==> src/rme_pkg.sv <==
// shared types and constants for the modular exponentiation core
// no dependencies

package rme_pkg;

    // default word width of the arithmetic
    localparam int WORD_BITS_DEF = 32;

    // fixed field widths of the ports
    localparam int DATA_W      = 32;
    localparam int CFG_INDEX_W = 1;

    // configuration register indexes
    localparam logic [CFG_INDEX_W-1:0] CFG_MODULUS  = 1'd0;
    localparam logic [CFG_INDEX_W-1:0] CFG_EXPONENT = 1'd1;

    // register values after reset
    localparam logic [DATA_W-1:0] MODULUS_RESET  = 32'd3233;
    localparam logic [DATA_W-1:0] EXPONENT_RESET = 32'd17;

    // status of the serial modular multiplier
    typedef struct packed {
        logic busy;
        logic done;
    } mm_stat_t;

endpackage

==> src/rme_modmul.sv <==
// bit-serial modular multiplier: result = a * b mod m, one bit of b per cycle
// depends on rme_pkg; needs a < m at start

module rme_modmul #(
    parameter int WORD_BITS = rme_pkg::WORD_BITS_DEF
) (
    input  logic                 clk,
    input  logic                 rst_n,
    input  logic                 start,
    input  logic [WORD_BITS-1:0] a,
    input  logic [WORD_BITS-1:0] b,
    input  logic [WORD_BITS-1:0] m,
    output logic [WORD_BITS-1:0] result,
    output rme_pkg::mm_stat_t    stat
);
    import rme_pkg::*;

    localparam int CNT_W = $clog2(WORD_BITS);
    localparam int SUM_W = WORD_BITS + 2;

    logic [WORD_BITS-1:0] r_reg, r_next;
    logic [WORD_BITS-1:0] b_reg, b_next;
    logic [CNT_W-1:0]     cnt_reg, cnt_next;
    logic                 busy_reg, busy_next;
    logic                 done_reg, done_next;

    logic [SUM_W-1:0] sum;
    logic [SUM_W-1:0] m1;
    logic [SUM_W-1:0] m2;
    logic [SUM_W-1:0] d1;
    logic [SUM_W-1:0] d2;
    logic [WORD_BITS-1:0] r_step;

    // 2r + a stays below 3m, so at most 2m comes off
    always_comb
    begin
        sum = {1'b0, r_reg, 1'b0} + (b_reg[WORD_BITS-1] ? {2'b00, a} : '0);
        m1  = {2'b00, m};
        m2  = {1'b0, m, 1'b0};
        d1  = sum - m1;
        d2  = sum - m2;
        if (sum >= m2)
        begin
            r_step = d2[WORD_BITS-1:0];
        end
        else if (sum >= m1)
        begin
            r_step = d1[WORD_BITS-1:0];
        end
        else
        begin
            r_step = sum[WORD_BITS-1:0];
        end
    end

    always_comb
    begin
        r_next    = r_reg;
        b_next    = b_reg;
        cnt_next  = cnt_reg;
        busy_next = busy_reg;
        done_next = 1'b0;
        if (start)
        begin
            r_next    = '0;
            b_next    = b;
            cnt_next  = CNT_W'(WORD_BITS - 1);
            busy_next = 1'b1;
        end
        else if (busy_reg)
        begin
            r_next   = r_step;
            b_next   = {b_reg[WORD_BITS-2:0], 1'b0};
            cnt_next = cnt_reg - 1'b1;
            if (cnt_reg == '0)
            begin
                busy_next = 1'b0;
                done_next = 1'b1;
            end
        end
    end

    always_ff @(posedge clk or negedge rst_n)
    begin
        if (!rst_n)
        begin
            cnt_reg  <= '0;
            busy_reg <= 1'b0;
            done_reg <= 1'b0;
        end
        else
        begin
            cnt_reg  <= cnt_next;
            busy_reg <= busy_next;
            done_reg <= done_next;
        end
    end

    always_ff @(posedge clk)
    begin
        r_reg <= r_next;
        b_reg <= b_next;
    end

    assign result    = r_reg;
    assign stat.busy = busy_reg;
    assign stat.done = done_reg;

`ifndef SYNTHESIS
    a_start_busy: assert property (@(posedge clk) disable iff (!rst_n)
        start |=> busy_reg)
        else $error("multiplier did not go busy after start");

    a_last_done: assert property (@(posedge clk) disable iff (!rst_n)
        busy_reg && !start && cnt_reg == '0 |=> done_reg && !busy_reg)
        else $error("multiplier missed its last step");

    a_done_idle: assert property (@(posedge clk) disable iff (!rst_n)
        done_reg |-> !busy_reg)
        else $error("multiplier done while still busy");
`endif

endmodule

==> src/rsa_modular_exponentiation_core.sv <==
// top level of the modular exponentiation core: config registers and sequencer
// depends on rme_pkg and rme_modmul

// Raises each message word to the exponent register, modulo the modulus register,
// by right-to-left square-and-multiply; one item is in work at a time. Every
// modular product goes through one bit-serial multiplier. The finished result
// moves to an output register, so a stalled result only holds off the core
// when the next result is ready before it leaves. A modulus of zero gives 0
// and an exponent of zero gives 1 mod n.

module rsa_modular_exponentiation_core #(
    parameter int WORD_BITS = rme_pkg::WORD_BITS_DEF
) (
    input  logic                             clk,
    input  logic                             rst_n,
    input  logic                             cfg_we,
    input  logic [rme_pkg::CFG_INDEX_W-1:0]  cfg_index,
    input  logic [rme_pkg::DATA_W-1:0]       cfg_data,
    input  logic                             in_valid,
    output logic                             in_stall,
    input  logic [rme_pkg::DATA_W-1:0]       message,
    output logic                             out_valid,
    input  logic                             out_stall,
    output logic [rme_pkg::DATA_W-1:0]       power_mod
);
    import rme_pkg::*;

    localparam int CNT_W = $clog2(WORD_BITS);

    localparam logic [2:0] S_IDLE   = 3'd0;
    localparam logic [2:0] S_REDUCE = 3'd1;
    localparam logic [2:0] S_MUL    = 3'd2;
    localparam logic [2:0] S_SQR    = 3'd3;
    localparam logic [2:0] S_OUT    = 3'd4;

    logic [WORD_BITS-1:0] modulus_reg, modulus_next;
    logic [WORD_BITS-1:0] exponent_reg, exponent_next;
    logic [2:0]           state_reg, state_next;
    logic                 start_reg, start_next;
    logic [CNT_W-1:0]     bit_cnt_reg, bit_cnt_next;
    logic [WORD_BITS-1:0] exp_reg, exp_next;
    logic [WORD_BITS-1:0] msg_reg, msg_next;
    logic [WORD_BITS-1:0] acc_reg, acc_next;
    logic [WORD_BITS-1:0] base_reg, base_next;
    logic                 out_valid_reg, out_valid_next;
    logic [WORD_BITS-1:0] power_mod_reg, power_mod_next;

    logic [WORD_BITS-1:0] one_mod;
    logic [WORD_BITS-1:0] mul_a;
    logic [WORD_BITS-1:0] mul_b;
    logic [WORD_BITS-1:0] mul_result;
    mm_stat_t             mul_stat;
    logic                 cur_last;
    logic                 nxt_last;
    logic                 in_xfer;

    assign in_xfer  = in_valid && !in_stall;
    assign one_mod  = (modulus_reg == WORD_BITS'(1)) ? '0 : WORD_BITS'(1);
    assign cur_last = bit_cnt_reg == CNT_W'(WORD_BITS - 1);
    assign nxt_last = bit_cnt_reg == CNT_W'(WORD_BITS - 2);

    // config writes
    always_comb
    begin
        modulus_next  = modulus_reg;
        exponent_next = exponent_reg;
        if (cfg_we && cfg_index == CFG_MODULUS)
        begin
            modulus_next = cfg_data[WORD_BITS-1:0];
        end
        if (cfg_we && cfg_index == CFG_EXPONENT)
        begin
            exponent_next = cfg_data[WORD_BITS-1:0];
        end
    end

    // multiplier operands follow the state
    always_comb
    begin
        case (state_reg)
            S_REDUCE:
            begin
                mul_a = one_mod;
                mul_b = msg_reg;
            end
            S_MUL:
            begin
                mul_a = acc_reg;
                mul_b = base_reg;
            end
            default:
            begin
                mul_a = base_reg;
                mul_b = base_reg;
            end
        endcase
    end

    always_comb
    begin
        state_next     = state_reg;
        start_next     = 1'b0;
        bit_cnt_next   = bit_cnt_reg;
        exp_next       = exp_reg;
        msg_next       = msg_reg;
        acc_next       = acc_reg;
        base_next      = base_reg;
        out_valid_next = out_valid_reg && out_stall;
        power_mod_next = power_mod_reg;
        case (state_reg)
            S_IDLE:
            begin
                if (in_xfer)
                begin
                    msg_next     = message[WORD_BITS-1:0];
                    acc_next     = one_mod;
                    exp_next     = exponent_reg;
                    bit_cnt_next = '0;
                    start_next   = 1'b1;
                    state_next   = S_REDUCE;
                end
            end
            S_REDUCE:
            begin
                if (mul_stat.done)
                begin
                    base_next = mul_result;
                    if (exp_reg[0])
                    begin
                        state_next = S_MUL;
                        start_next = 1'b1;
                    end
                    else if (cur_last)
                    begin
                        state_next = S_OUT;
                    end
                    else
                    begin
                        state_next = S_SQR;
                        start_next = 1'b1;
                    end
                end
            end
            S_MUL:
            begin
                if (mul_stat.done)
                begin
                    acc_next = mul_result;
                    if (cur_last)
                    begin
                        state_next = S_OUT;
                    end
                    else
                    begin
                        state_next = S_SQR;
                        start_next = 1'b1;
                    end
                end
            end
            S_SQR:
            begin
                if (mul_stat.done)
                begin
                    base_next    = mul_result;
                    exp_next     = {1'b0, exp_reg[WORD_BITS-1:1]};
                    bit_cnt_next = bit_cnt_reg + 1'b1;
                    // no square after the top exponent bit
                    if (exp_reg[1])
                    begin
                        state_next = S_MUL;
                        start_next = 1'b1;
                    end
                    else if (nxt_last)
                    begin
                        state_next = S_OUT;
                    end
                    else
                    begin
                        state_next = S_SQR;
                        start_next = 1'b1;
                    end
                end
            end
            S_OUT:
            begin
                // wait here only while the previous result is still stalled
                if (!out_valid_reg || !out_stall)
                begin
                    out_valid_next = 1'b1;
                    power_mod_next = (modulus_reg == '0) ? '0 : acc_reg;
                    state_next     = S_IDLE;
                end
            end
            default:
            begin
                state_next = S_IDLE;
            end
        endcase
    end

    always_ff @(posedge clk or negedge rst_n)
    begin
        if (!rst_n)
        begin
            modulus_reg   <= MODULUS_RESET[WORD_BITS-1:0];
            exponent_reg  <= EXPONENT_RESET[WORD_BITS-1:0];
            state_reg     <= S_IDLE;
            start_reg     <= 1'b0;
            bit_cnt_reg   <= '0;
            out_valid_reg <= 1'b0;
        end
        else
        begin
            modulus_reg   <= modulus_next;
            exponent_reg  <= exponent_next;
            state_reg     <= state_next;
            start_reg     <= start_next;
            bit_cnt_reg   <= bit_cnt_next;
            out_valid_reg <= out_valid_next;
        end
    end

    always_ff @(posedge clk)
    begin
        exp_reg       <= exp_next;
        msg_reg       <= msg_next;
        acc_reg       <= acc_next;
        base_reg      <= base_next;
        power_mod_reg <= power_mod_next;
    end

    rme_modmul #(
        .WORD_BITS (WORD_BITS)
    ) u_modmul (
        .clk    (clk),
        .rst_n  (rst_n),
        .start  (start_reg),
        .a      (mul_a),
        .b      (mul_b),
        .m      (modulus_reg),
        .result (mul_result),
        .stat   (mul_stat)
    );

    assign in_stall  = state_reg != S_IDLE;
    assign out_valid = out_valid_reg;
    assign power_mod = DATA_W'(power_mod_reg);

`ifndef SYNTHESIS
    a_done_in_work: assert property (@(posedge clk) disable iff (!rst_n)
        mul_stat.done |-> state_reg == S_REDUCE || state_reg == S_MUL
                          || state_reg == S_SQR)
        else $error("multiplier finished outside a work state");

    a_hold_result: assert property (@(posedge clk) disable iff (!rst_n)
        out_valid && out_stall |=> out_valid && $stable(power_mod))
        else $error("stalled result changed");

    a_one_result: assert property (@(posedge clk) disable iff (!rst_n)
        out_valid && !out_stall && state_reg != S_OUT |=> !out_valid)
        else $error("result repeated after output transfer");
`endif

endmodule

==> config.mk <==
export PLATFORM = sky130hd
export DESIGN_NAME = rsa_modular_exponentiation_core
export DESIGN_NICKNAME = d
export VERILOG_FILES = /design/src/rme_pkg.sv /design/src/rme_modmul.sv /design/src/rsa_modular_exponentiation_core.sv
export SDC_FILE = /design/constraint.sdc
export NUM_CORES = 1
export LEC_CHECK = 0
export ABC_AREA = 1
export BUFFER_PORTS_ARGS = -buffer_cell sky130_fd_sc_hd__buf_4
export CAP_MARGIN = 20
export CORE_UTILIZATION = 56
export CTS_CLUSTER_SIZE = 20
export DETAILED_ROUTE_END_ITERATION = 8
export PLACE_DENSITY = 0.74
export SETUP_SLACK_MARGIN = 0.3
export SLEW_MARGIN = 20
export SYNTH_ARGS = -nofsm -noshare
export SYNTH_HDL_FRONTEND = slang
export SYNTH_HIERARCHICAL = 1
export SYNTH_SLANG_ARGS = --single-unit
==> constraint.sdc <==
create_clock -name clk -period 6.1 [get_ports clk]
set_input_delay 0.305 -clock clk [delete_from_list [all_inputs] [get_ports clk]]
set_output_delay 0.305 -clock clk [all_outputs]
set_load 0.005 [all_outputs]
==> flow_summary.json, run 1 <==
{
  "status": "completed",
  "synth_area_per_cell_um2": 7.56,
  "cp_data_required_time_ns": 6.57,
  "syn-instance-count": 2591,
  "worstPathMaxFanout": 40,
  "p_leak_nw": 10.2,
  "area_growth_pct": 13.3,
  "hp-start": "cfg_data[7]",
  "grt_use_total_pct": 32.3,
  "die_w_um": 189,
  "clkLatencyLatePin_ns": 0.55,
  "drt.antenna.violating_nets": 0,
  "path_class": "reg -> reg",
  "power.internal_mw": 3.66,
  "root_buffer": "clkbuf_16",
  "power_switching_mw": 1.46,
  "grt_pass1_vias": 16968,
  "h-tree-depth": 2,
  "first_pass_iters": 6,
  "gr-total-overflow": 0,
  "core-area_mm2": 0.0345,
  "slew_violations": 0,
  "drv_cap": 0,
  "hpwlAfterDp_mm": 43.5,
  "yosysWarningCount": 6,
  "rrSetupSlack_ns": 0.60,
  "io-pin-count": 104,
  "hold_viol": 0,
  "whs_ns": 0.0231,
  "worst_slew_pin_slew_ns": 1.06,
  "min_period_over_period_pct": 90.2,
  "final_common_cell": "nand2_1",
  "clock-sinks": 305,
  "syn-num-nets": 2764,
  "cp.arrival_ns": 5.97,
  "cts_tree": "done",
  "period_needed_ns": 5.50,
  "dieArea_mm2": 0.0357,
  "peakVddDrop_mv": 0.250,
  "nets": 2892,
  "initial_core_util_pct": 56.8,
  "grt_max_degree": 82,
  "dpl.cell_count": 3098,
  "die_h_um": 189,
  "power_frac_clock_pct": 38.1,
  "gp_congestion": 1.03,
  "tns_ns": 0,
  "remaining_drc_errors": 0,
  "comb_power_share_pct": 17.3,
  "port-buffer-count": 103,
  "rsz0062_at_grt": "false",
  "fmax_mhz": 182,
  "p_per_area_mw_per_mm2": 231,
  "power_mw": 5.12,
  "drive_above_1_share_pct": 9.00,
  "setup_viol": 0,
  "critPathSlowestCell": "dfrtp_1",
  "via_per_inst": 5.45,
  "clk_path_buf_depth": 3,
  "wl_per_cell_um": 18.0,
  "fillers": 2927,
  "rows": 68,
  "vias": 17445,
  "crit_top_cell": "nand2_1",
  "worstHoldPathType": "in -> reg",
  "relSlewSlack_pct": 28.9,
  "hold_path_end": "modulus_reg[7]$_DFFE_PN1P_",
  "critical-path-max-stage-delay_ns": 0.47,
  "reg2reg_to": "u_modmul/result[5]$_SDFFE_PP0P_",
  "ff2ff_path_depth": 31,
  "final_cell_mix": "nand2_1, inv_1, nor2_1",
  "post_layout_nonfiller_instances": 3201,
  "critPathLaunchType": "register",
  "netSwitchingFraction_pct": 28.5,
  "cts_buffers": 34,
  "timing.rr.start": "state_reg[0]$_DFFE_PN0P_",
  "min_path_cells": 3,
  "grt_pass1_wl_mm": 90.0,
  "antenna_found_initial": 1,
  "syn_area_mm2": 0.0196,
  "end_kind": "register",
  "finClkSkew_ns": 0.0179,
  "sequentialPowerShare_pct": 44.6,
  "initialDrtViolationCount": 1534,
  "routed_wl_mm": 57.7,
  "path_clk_slew_ns": 0.06
}
[through the flow]
step | instance area (um2) | worst slack [ns] | utilization, %
final | 22200 | 0.599 | 64.4
after CTS | 22100 | 0.322 | 64.1
after global routing | 22200 | 0.325 | 64.4
after detailed placement | 20700 | 0.337 | 60.1
after global placement | 20700 | 0.452 | 60.1
after floorplan | 19600 | 1.73 | -
[layout make-up]
class	instances	area [um2]	area share (%)
Multi-Input combinational cell	1799	9220	41.5
Clock inverter	15	97.6	0.440
Sequential cell	305	8440	38.0
Inverter	417	1570	7.05
Tap cell	455	569	2.56
Timing Repair Buffer	162	1360	6.11
Clock buffer	47	951	4.28
Antenna cell	1	2.50	0.0113
[power by group through the flow]
stage	clock [mW]	sequential (mW)	combinational (mW)
floorplan	0	2.31	0.579
global placement	0	2.32	0.832
detailed placement	0	2.33	0.840
CTS	1.97	2.28	0.863
global route	2.07	2.29	0.982
finish	1.95	2.28	0.886
[routing by layer]
| metal | global-route usage (%) | share of wire [%] | up-vias |
|---|---|---|---|
| met5 | 0 | 0 | - |
| met4 | 12.6 | 3.9 | 0 |
| met3 | 3.86 | 5.7 | 108 |
| met2 | 53.8 | 47 | 610 |
| met1 | 43.2 | 43 | 8139 |
| li1 | - | - | 8588 |
[critical path: cells and delay by family (launching register included)]
family | cells | cell delay (ns)
AND/OR/NAND/NOR | 16 | 2.16
adder cells (fa/ha/maj) | 3 | 0.97
flip-flops | 1 | 0.47
AO/OA/AOI/OAI | 5 | 0.80
buffers and inverters | 6 | 0.65
XOR/XNOR | 1 | 0.33
[timing repair]
action | 4_1_cts | 5_1_grt
hold buffers | 35 | 0
setup buffers | 0 | 4
endpoints found under the setup margin | 0 | 32
endpoints found under the hold margin | 108 | 0
resized for setup | 0 | 10
[how the worst max path moves through the flow]
stage / startpoint / end / slack (ns) / depth (start not counted)
floorplan: state_reg[0]$_DFFE_PN0P_ / u_modmul/result[21]$_SDFFE_PP0P_ / 1.73 / 31
global placement: state_reg[2]$_DFFE_PN0P_ / u_modmul/result[29]$_SDFFE_PP0P_ / 0.45 / 29
detailed placement: state_reg[0]$_DFFE_PN0P_ / u_modmul/result[29]$_SDFFE_PP0P_ / 0.34 / 29
CTS: state_reg[0]$_DFFE_PN0P_ / u_modmul/result[29]$_SDFFE_PP0P_ / 0.32 / 29
global route: state_reg[0]$_DFFE_PN0P_ / u_modmul/result[2]$_SDFFE_PP0P_ / 0.33 / 31
finish: state_reg[0]$_DFFE_PN0P_ / u_modmul/result[5]$_SDFFE_PP0P_ / 0.60 / 31
Power figures use the tool's default switching activity.
==> run 2: changes to the inputs <==
Settings changed: REMOVE_ABC_BUFFERS from default to 1.
==> run 2 against run 1 <==
Against the previous run: flip-flop and latch count unchanged; critical path depth decreased by 2; largest power group unchanged; utilization increased by 0.26 points; clock-buffer cell count unchanged; combinational power increased by 2%; worst setup slack got worse by 0.0085 ns; die area unchanged; sequential share of layout area decreased by 0.16 points; design area increased by 0.41%; highest routed layer unchanged.
==> flow_summary.json, run 2 (synthesis results as in run 1) <==
{
  "routed_wl_mm": 57.5,
  "wl_per_cell_um": 18.0,
  "cp.arrival_ns": 6.01,
  "drt.antenna.violating_nets": 0,
  "gp_congestion": 1.03,
  "peakVddDrop_mv": 0.258,
  "via_per_inst": 5.46,
  "clkLatencyLatePin_ns": 0.55,
  "initial_core_util_pct": 56.8,
  "post_layout_nonfiller_instances": 3205,
  "clock-sinks": 305,
  "cts_buffers": 34,
  "path_class": "reg -> reg",
  "dieArea_mm2": 0.0357,
  "cts_tree": "done",
  "io-pin-count": 104,
  "sequentialPowerShare_pct": 44.4,
  "grt_max_degree": 82,
  "power.internal_mw": 3.69,
  "final_cell_mix": "nand2_1, inv_1, nor2_1",
  "slew_violations": 0,
  "final_core_util_pct": 64.7,
  "antenna_found_initial": 0,
  "worstPathMaxFanout": 33,
  "comb_power_share_pct": 17.5,
  "dpl.cell_count": 3100,
  "initialDrtViolationCount": 1568,
  "status": "completed",
  "drive_above_1_share_pct": 9.20,
  "area_growth_pct": 13.8,
  "critPathSlowestCell": "dfrtp_1",
  "worstHoldPathType": "in -> reg",
  "p_per_area_mw_per_mm2": 231,
  "min_period_over_period_pct": 90.3,
  "port-buffer-count": 103,
  "clk_path_buf_depth": 3,
  "period_needed_ns": 5.51,
  "hpwlAfterDp_mm": 43.2,
  "power_switching_mw": 1.46,
  "die_h_um": 189,
  "setup_ws_ns": 0.590,
  "crit_top_cell": "nand2_1",
  "rsz0062_at_grt": "false",
  "nets": 2897,
  "remaining_drc_errors": 0,
  "root_buffer": "clkbuf_16",
  "netSwitchingFraction_pct": 28.4,
  "dpl_worst_slack_ns": 0.236,
  "power_frac_clock_pct": 38.1,
  "critPathLaunchType": "register",
  "gr-total-overflow": 0,
  "drv_cap": 0,
  "vias": 17501,
  "grt_use_total_pct": 32.2,
  "p_leak_nw": 10.3,
  "critical-path-max-stage-delay_ns": 0.46,
  "grt_pass1_vias": 16804,
  "cp_data_required_time_ns": 6.60,
  "path_clk_slew_ns": 0.06,
  "worst_slew_pin_slew_ns": 1.08,
  "final_common_cell": "nand2_1",
  "hold_viol": 0,
  "die_w_um": 189,
  "power_mw": 5.14,
  "core-area_mm2": 0.0345,
  "relSlewSlack_pct": 27.6,
  "finClkSkew_ns": 0.0221,
  "tns_ns": 0,
  "first_pass_iters": 5,
  "rows": 68,
  "grt_pass1_wl_mm": 89.5,
  "fmax_mhz": 181,
  "h-tree-depth": 2,
  "setup_viol": 0,
  "end_kind": "register",
  "insertedDiodeCount": 0
}
## run 2: cell types whose count changed in the layout (fill, tap and decap cells not counted), sizes merged
cell,before,now
clkinv,11,12
clkbuf,47,48
bufinv,0,1
diode,1,0
buf,127,128
nand4,18,20
dlygate4sd3,35,36
clkinvlp,2,0
## run 2: worst paths after layout
| check | from | to | slack (ns) | cells after the start |
|---|---|---|---|---|
| max | state_reg[0]$_DFFE_PN0P_ | u_modmul/result[31]$_SDFFE_PP0P_ | 0.59 | 29 |
| max in group asynchronous | rst_n | modulus_reg[27]$_DFFE_PN0P_ | 5.21 | 2 |
| min in group asynchronous | rst_n | exponent_reg[6]$_DFFE_PN0P_ | 0.38 | 2 |
| max reg2reg | state_reg[0]$_DFFE_PN0P_ | u_modmul/result[31]$_SDFFE_PP0P_ | 0.59 | 29 |
| min | cfg_data[11] | modulus_reg[11]$_DFFE_PN1P_ | 0.03 | 3 |
| min reg2reg | exponent_reg[8]$_DFFE_PN0P_ | exponent_reg[8]$_DFFE_PN0P_ | 0.49 | 2 |
## run 2: critical path, delay by kind of cell (launching register included)
family          cells  cell delay (ns)
simple gates       14             1.50
compound gates      6             1.53
buf+inv             5             0.54
xor+xnor            1             0.45
flops               1             0.46
fa+ha+maj           3             0.96
## run 2: power groups by stage
| stage | logic (mW) | clock network, mW | registers [mW] |
|---|---|---|---|
| 2_1_floorplan | 0.564 | 0 | 2.31 |
| 3_3_place_gp | 0.838 | 0 | 2.32 |
| 3_5_place_dp | 0.842 | 0 | 2.32 |
| 4_1_cts | 0.870 | 2.00 | 2.28 |
| 5_1_grt | 0.991 | 2.06 | 2.29 |
| 6_report | 0.901 | 1.96 | 2.28 |
## run 2: through the flow
stage / area (um2) / hold WS, ns
5_1_grt: 22300 / 0.0367
6_report: 22300 / 0.0334
3_3_place_gp: 20700 / 0.468
2_1_floorplan: 19200 / 0.00941
4_1_cts: 22200 / 0.00498
3_5_place_dp: 20700 / 0.474
## run 2: metal layers
layer | GRT usage, % | routed length [um]
met4 | 13.2 | 2360
met5 | 0 | 0
met1 | 42.9 | 24800
met3 | 4.08 | 3640
met2 | 53.0 | 26800
## run 2: final cells by class
cell class | instances | area (um2)
tap | 455 | 569
fill | 2981 | 12200
clock inverter | 15 | 120
sequential | 305 | 8440
timing repair buffer | 165 | 1400
multi-input combinational | 1801 | 9270
clock buffer | 47 | 931
inverter | 417 | 1570
## run 2: repair_timing
item                                    4_1_cts  5_1_grt
resized for setup                             3       12
endpoints found under the setup margin        3       32
hold buffers                                 36        0
gates cloned                                  1        3
setup buffers                                 0        2
endpoints found under the hold margin        94        0
pin swaps                                     1        3
==> run 3: changes to the inputs <==
--- a/config.mk
+++ b/config.mk
@@ -15,3 +15,2 @@
 export REMOVE_ABC_BUFFERS = 1
-export SETUP_SLACK_MARGIN = 0.3
 export SLEW_MARGIN = 20
==> constraint.sdc (replaced) <==
create_clock -name clk -period 6.1 [get_ports clk]
set_input_delay 1.22 -clock clk [delete_from_list [all_inputs] [get_ports clk]]
set_output_delay 1.22 -clock clk [all_outputs]
set_load 0.005 [all_outputs]
==> run 3 against run 2 <==
Against the previous run: via count down 1.5%; hold slack better by 0.46 ns; register-to-register slack worse by 0.15 ns; critical path depth unchanged; non-clock buffer count down 39; total power down 0.70%; global-route usage down 0.53 points; flip-flop and latch count unchanged.
==> flow_summary.json, run 3 (synthesis results as in run 1) <==
{
  "rows": 68,
  "critPathLaunchType": "register",
  "initial_core_util_pct": 56.8,
  "grt_pass1_vias": 16580,
  "gp_congestion": 1.03,
  "nets": 2856,
  "grt_max_degree": 82,
  "first_pass_iters": 6,
  "cp.arrival_ns": 6.10,
  "core-area_mm2": 0.0345,
  "final_cell_mix": "nand2_1, inv_1, nor2_1",
  "routed_wl_mm": 56.0,
  "status": "completed",
  "clk_path_buf_depth": 3,
  "root_buffer": "clkbuf_16",
  "cp_data_required_time_ns": 6.55,
  "insertedDiodeCount": 0,
  "hold_viol": 0,
  "dieArea_mm2": 0.0357,
  "via_per_inst": 5.45,
  "area_growth_pct": 11.4,
  "rsz0062_at_grt": "false",
  "multiInputGateArea_mm2": 0.00920,
  "cts_buffers": 34,
  "seqCellArea_mm2": 0.00844,
  "min_period_over_period_pct": 92.7,
  "clock-sinks": 305,
  "relSlewSlack_pct": 28.2,
  "io-pin-count": 104,
  "peakVddDrop_mv": 0.258,
  "worstHoldPathType": "reg -> reg",
  "finClkSkew_ns": 0.0207,
  "ff2ff_path_depth": 29,
  "vias": 17238,
  "drv_cap": 0,
  "wl_per_cell_um": 17.7,
  "gr-total-overflow": 0,
  "tns_ns": 0,
  "cts_tree": "done",
  "critical-path-max-stage-delay_ns": 0.44,
  "end_kind": "register",
  "p_leak_nw": 10.1,
  "die_w_um": 189,
  "dpl.cell_count": 3100,
  "p_per_area_mw_per_mm2": 234,
  "grt_use_total_pct": 31.6,
  "path_class": "reg -> reg",
  "min_path_cells": 2,
  "fmax_mhz": 177,
  "clkLatencyLatePin_ns": 0.55,
  "antenna_found_initial": 0,
  "fillers": 3054,
  "drive_above_1_share_pct": 8.93,
  "hpwlAfterDp_mm": 43.2,
  "die_h_um": 189,
  "port-buffer-count": 103,
  "critPathSlowestCell": "nor2_4",
  "setup_viol": 0,
  "whs_ns": 0.489,
  "period_needed_ns": 5.65,
  "rrSetupSlack_ns": 0.45,
  "worstPathMaxFanout": 66,
  "slew_violations": 0,
  "path_clk_slew_ns": 0.06,
  "drt.antenna.violating_nets": 0,
  "post_layout_nonfiller_instances": 3164,
  "final_common_cell": "nand2_1",
  "remaining_drc_errors": 0,
  "h-tree-depth": 2,
  "post_cts_buffers": 0,
  "worst_slew_pin_slew_ns": 1.07,
  "grt_pass1_wl_mm": 88.1,
  "final_core_util_pct": 63.3,
  "initialDrtViolationCount": 1660
}
[run 3: changes by cell type in the layout (fill, tap and decap cells not counted), moves of 2 or more]
cell / before / now
dlygate4sd3_1: 36 / 0
nor2_1: 237 / 240
nand2_1: 755 / 757
nand2_2: 23 / 21
nor2_2: 7 / 5
[run 3: worst paths after layout]
check,start,to
max,state_reg[2]$_DFFE_PN0P_,u_modmul/result[31]$_SDFFE_PP0P_
min,exponent_reg[16]$_DFFE_PN0P_,exponent_reg[16]$_DFFE_PN0P_
max reg2reg,state_reg[2]$_DFFE_PN0P_,u_modmul/result[31]$_SDFFE_PP0P_
min reg2reg,exponent_reg[16]$_DFFE_PN0P_,exponent_reg[16]$_DFFE_PN0P_
max in group asynchronous,rst_n,modulus_reg[27]$_DFFE_PN0P_
min in group asynchronous,rst_n,exponent_reg[6]$_DFFE_PN0P_
[run 3: area by class of cell]
| class | count | share of cell area [%] |
|---|---|---|
| multi-input cells | 1799 | 42.2 |
| flip-flops and latches | 305 | 38.7 |
| inverters | 417 | 7.18 |
| repair buffers | 126 | 4.50 |
| clock buffers | 47 | 4.27 |
| well taps | 455 | 2.61 |
| clock inverters | 15 | 0.551 |
[run 3: routing by layer]
metal  vias up  track usage [%]  share of wire (%)
li1       8527                -                  -
met1      7911             42.8                 43
met2       691             51.8                 46
met3       109             3.84                6.6
met4         0             12.5                3.7
met5         -                0                  0
[run 3: metrics by stage]
stage / power (mW) / instance area (um2) / worst slack (ns)
2_1_floorplan: 2.88 / 19200 / 0.608
3_3_place_gp: 3.16 / 20700 / 0.398
3_5_place_dp: 3.17 / 20700 / 0.236
4_1_cts: 5.13 / 21800 / 0.233
5_1_grt: 5.31 / 21800 / 0.110
6_report: 5.11 / 21800 / 0.445
[run 3: critical path, delay by kind of cell, from the launching register on]
family,cells,cell delay [ns]
AND/OR/NAND/NOR,18,2.76
adder cells (fa/ha/maj),2,0.75
buffers and inverters,6,0.69
AO/OA/AOI/OAI,2,0.50
flip-flops,1,0.41
XOR/XNOR,1,0.36
[run 3: repair_timing]
action	in CTS	in global routing
endpoints found under the setup margin	0	32
resized for setup	0	4
hold buffers	0	0
[run 3: power breakdown]
| group | total [mW] | switching (mW) | internal, mW | leakage [nW] |
|---|---|---|---|---|
| clock network | 1.96 | 0.835 | 1.12 | 0.516 |
| registers | 2.28 | 0.0369 | 2.25 | 2.79 |
| logic | 0.868 | 0.567 | 0.301 | 6.77 |
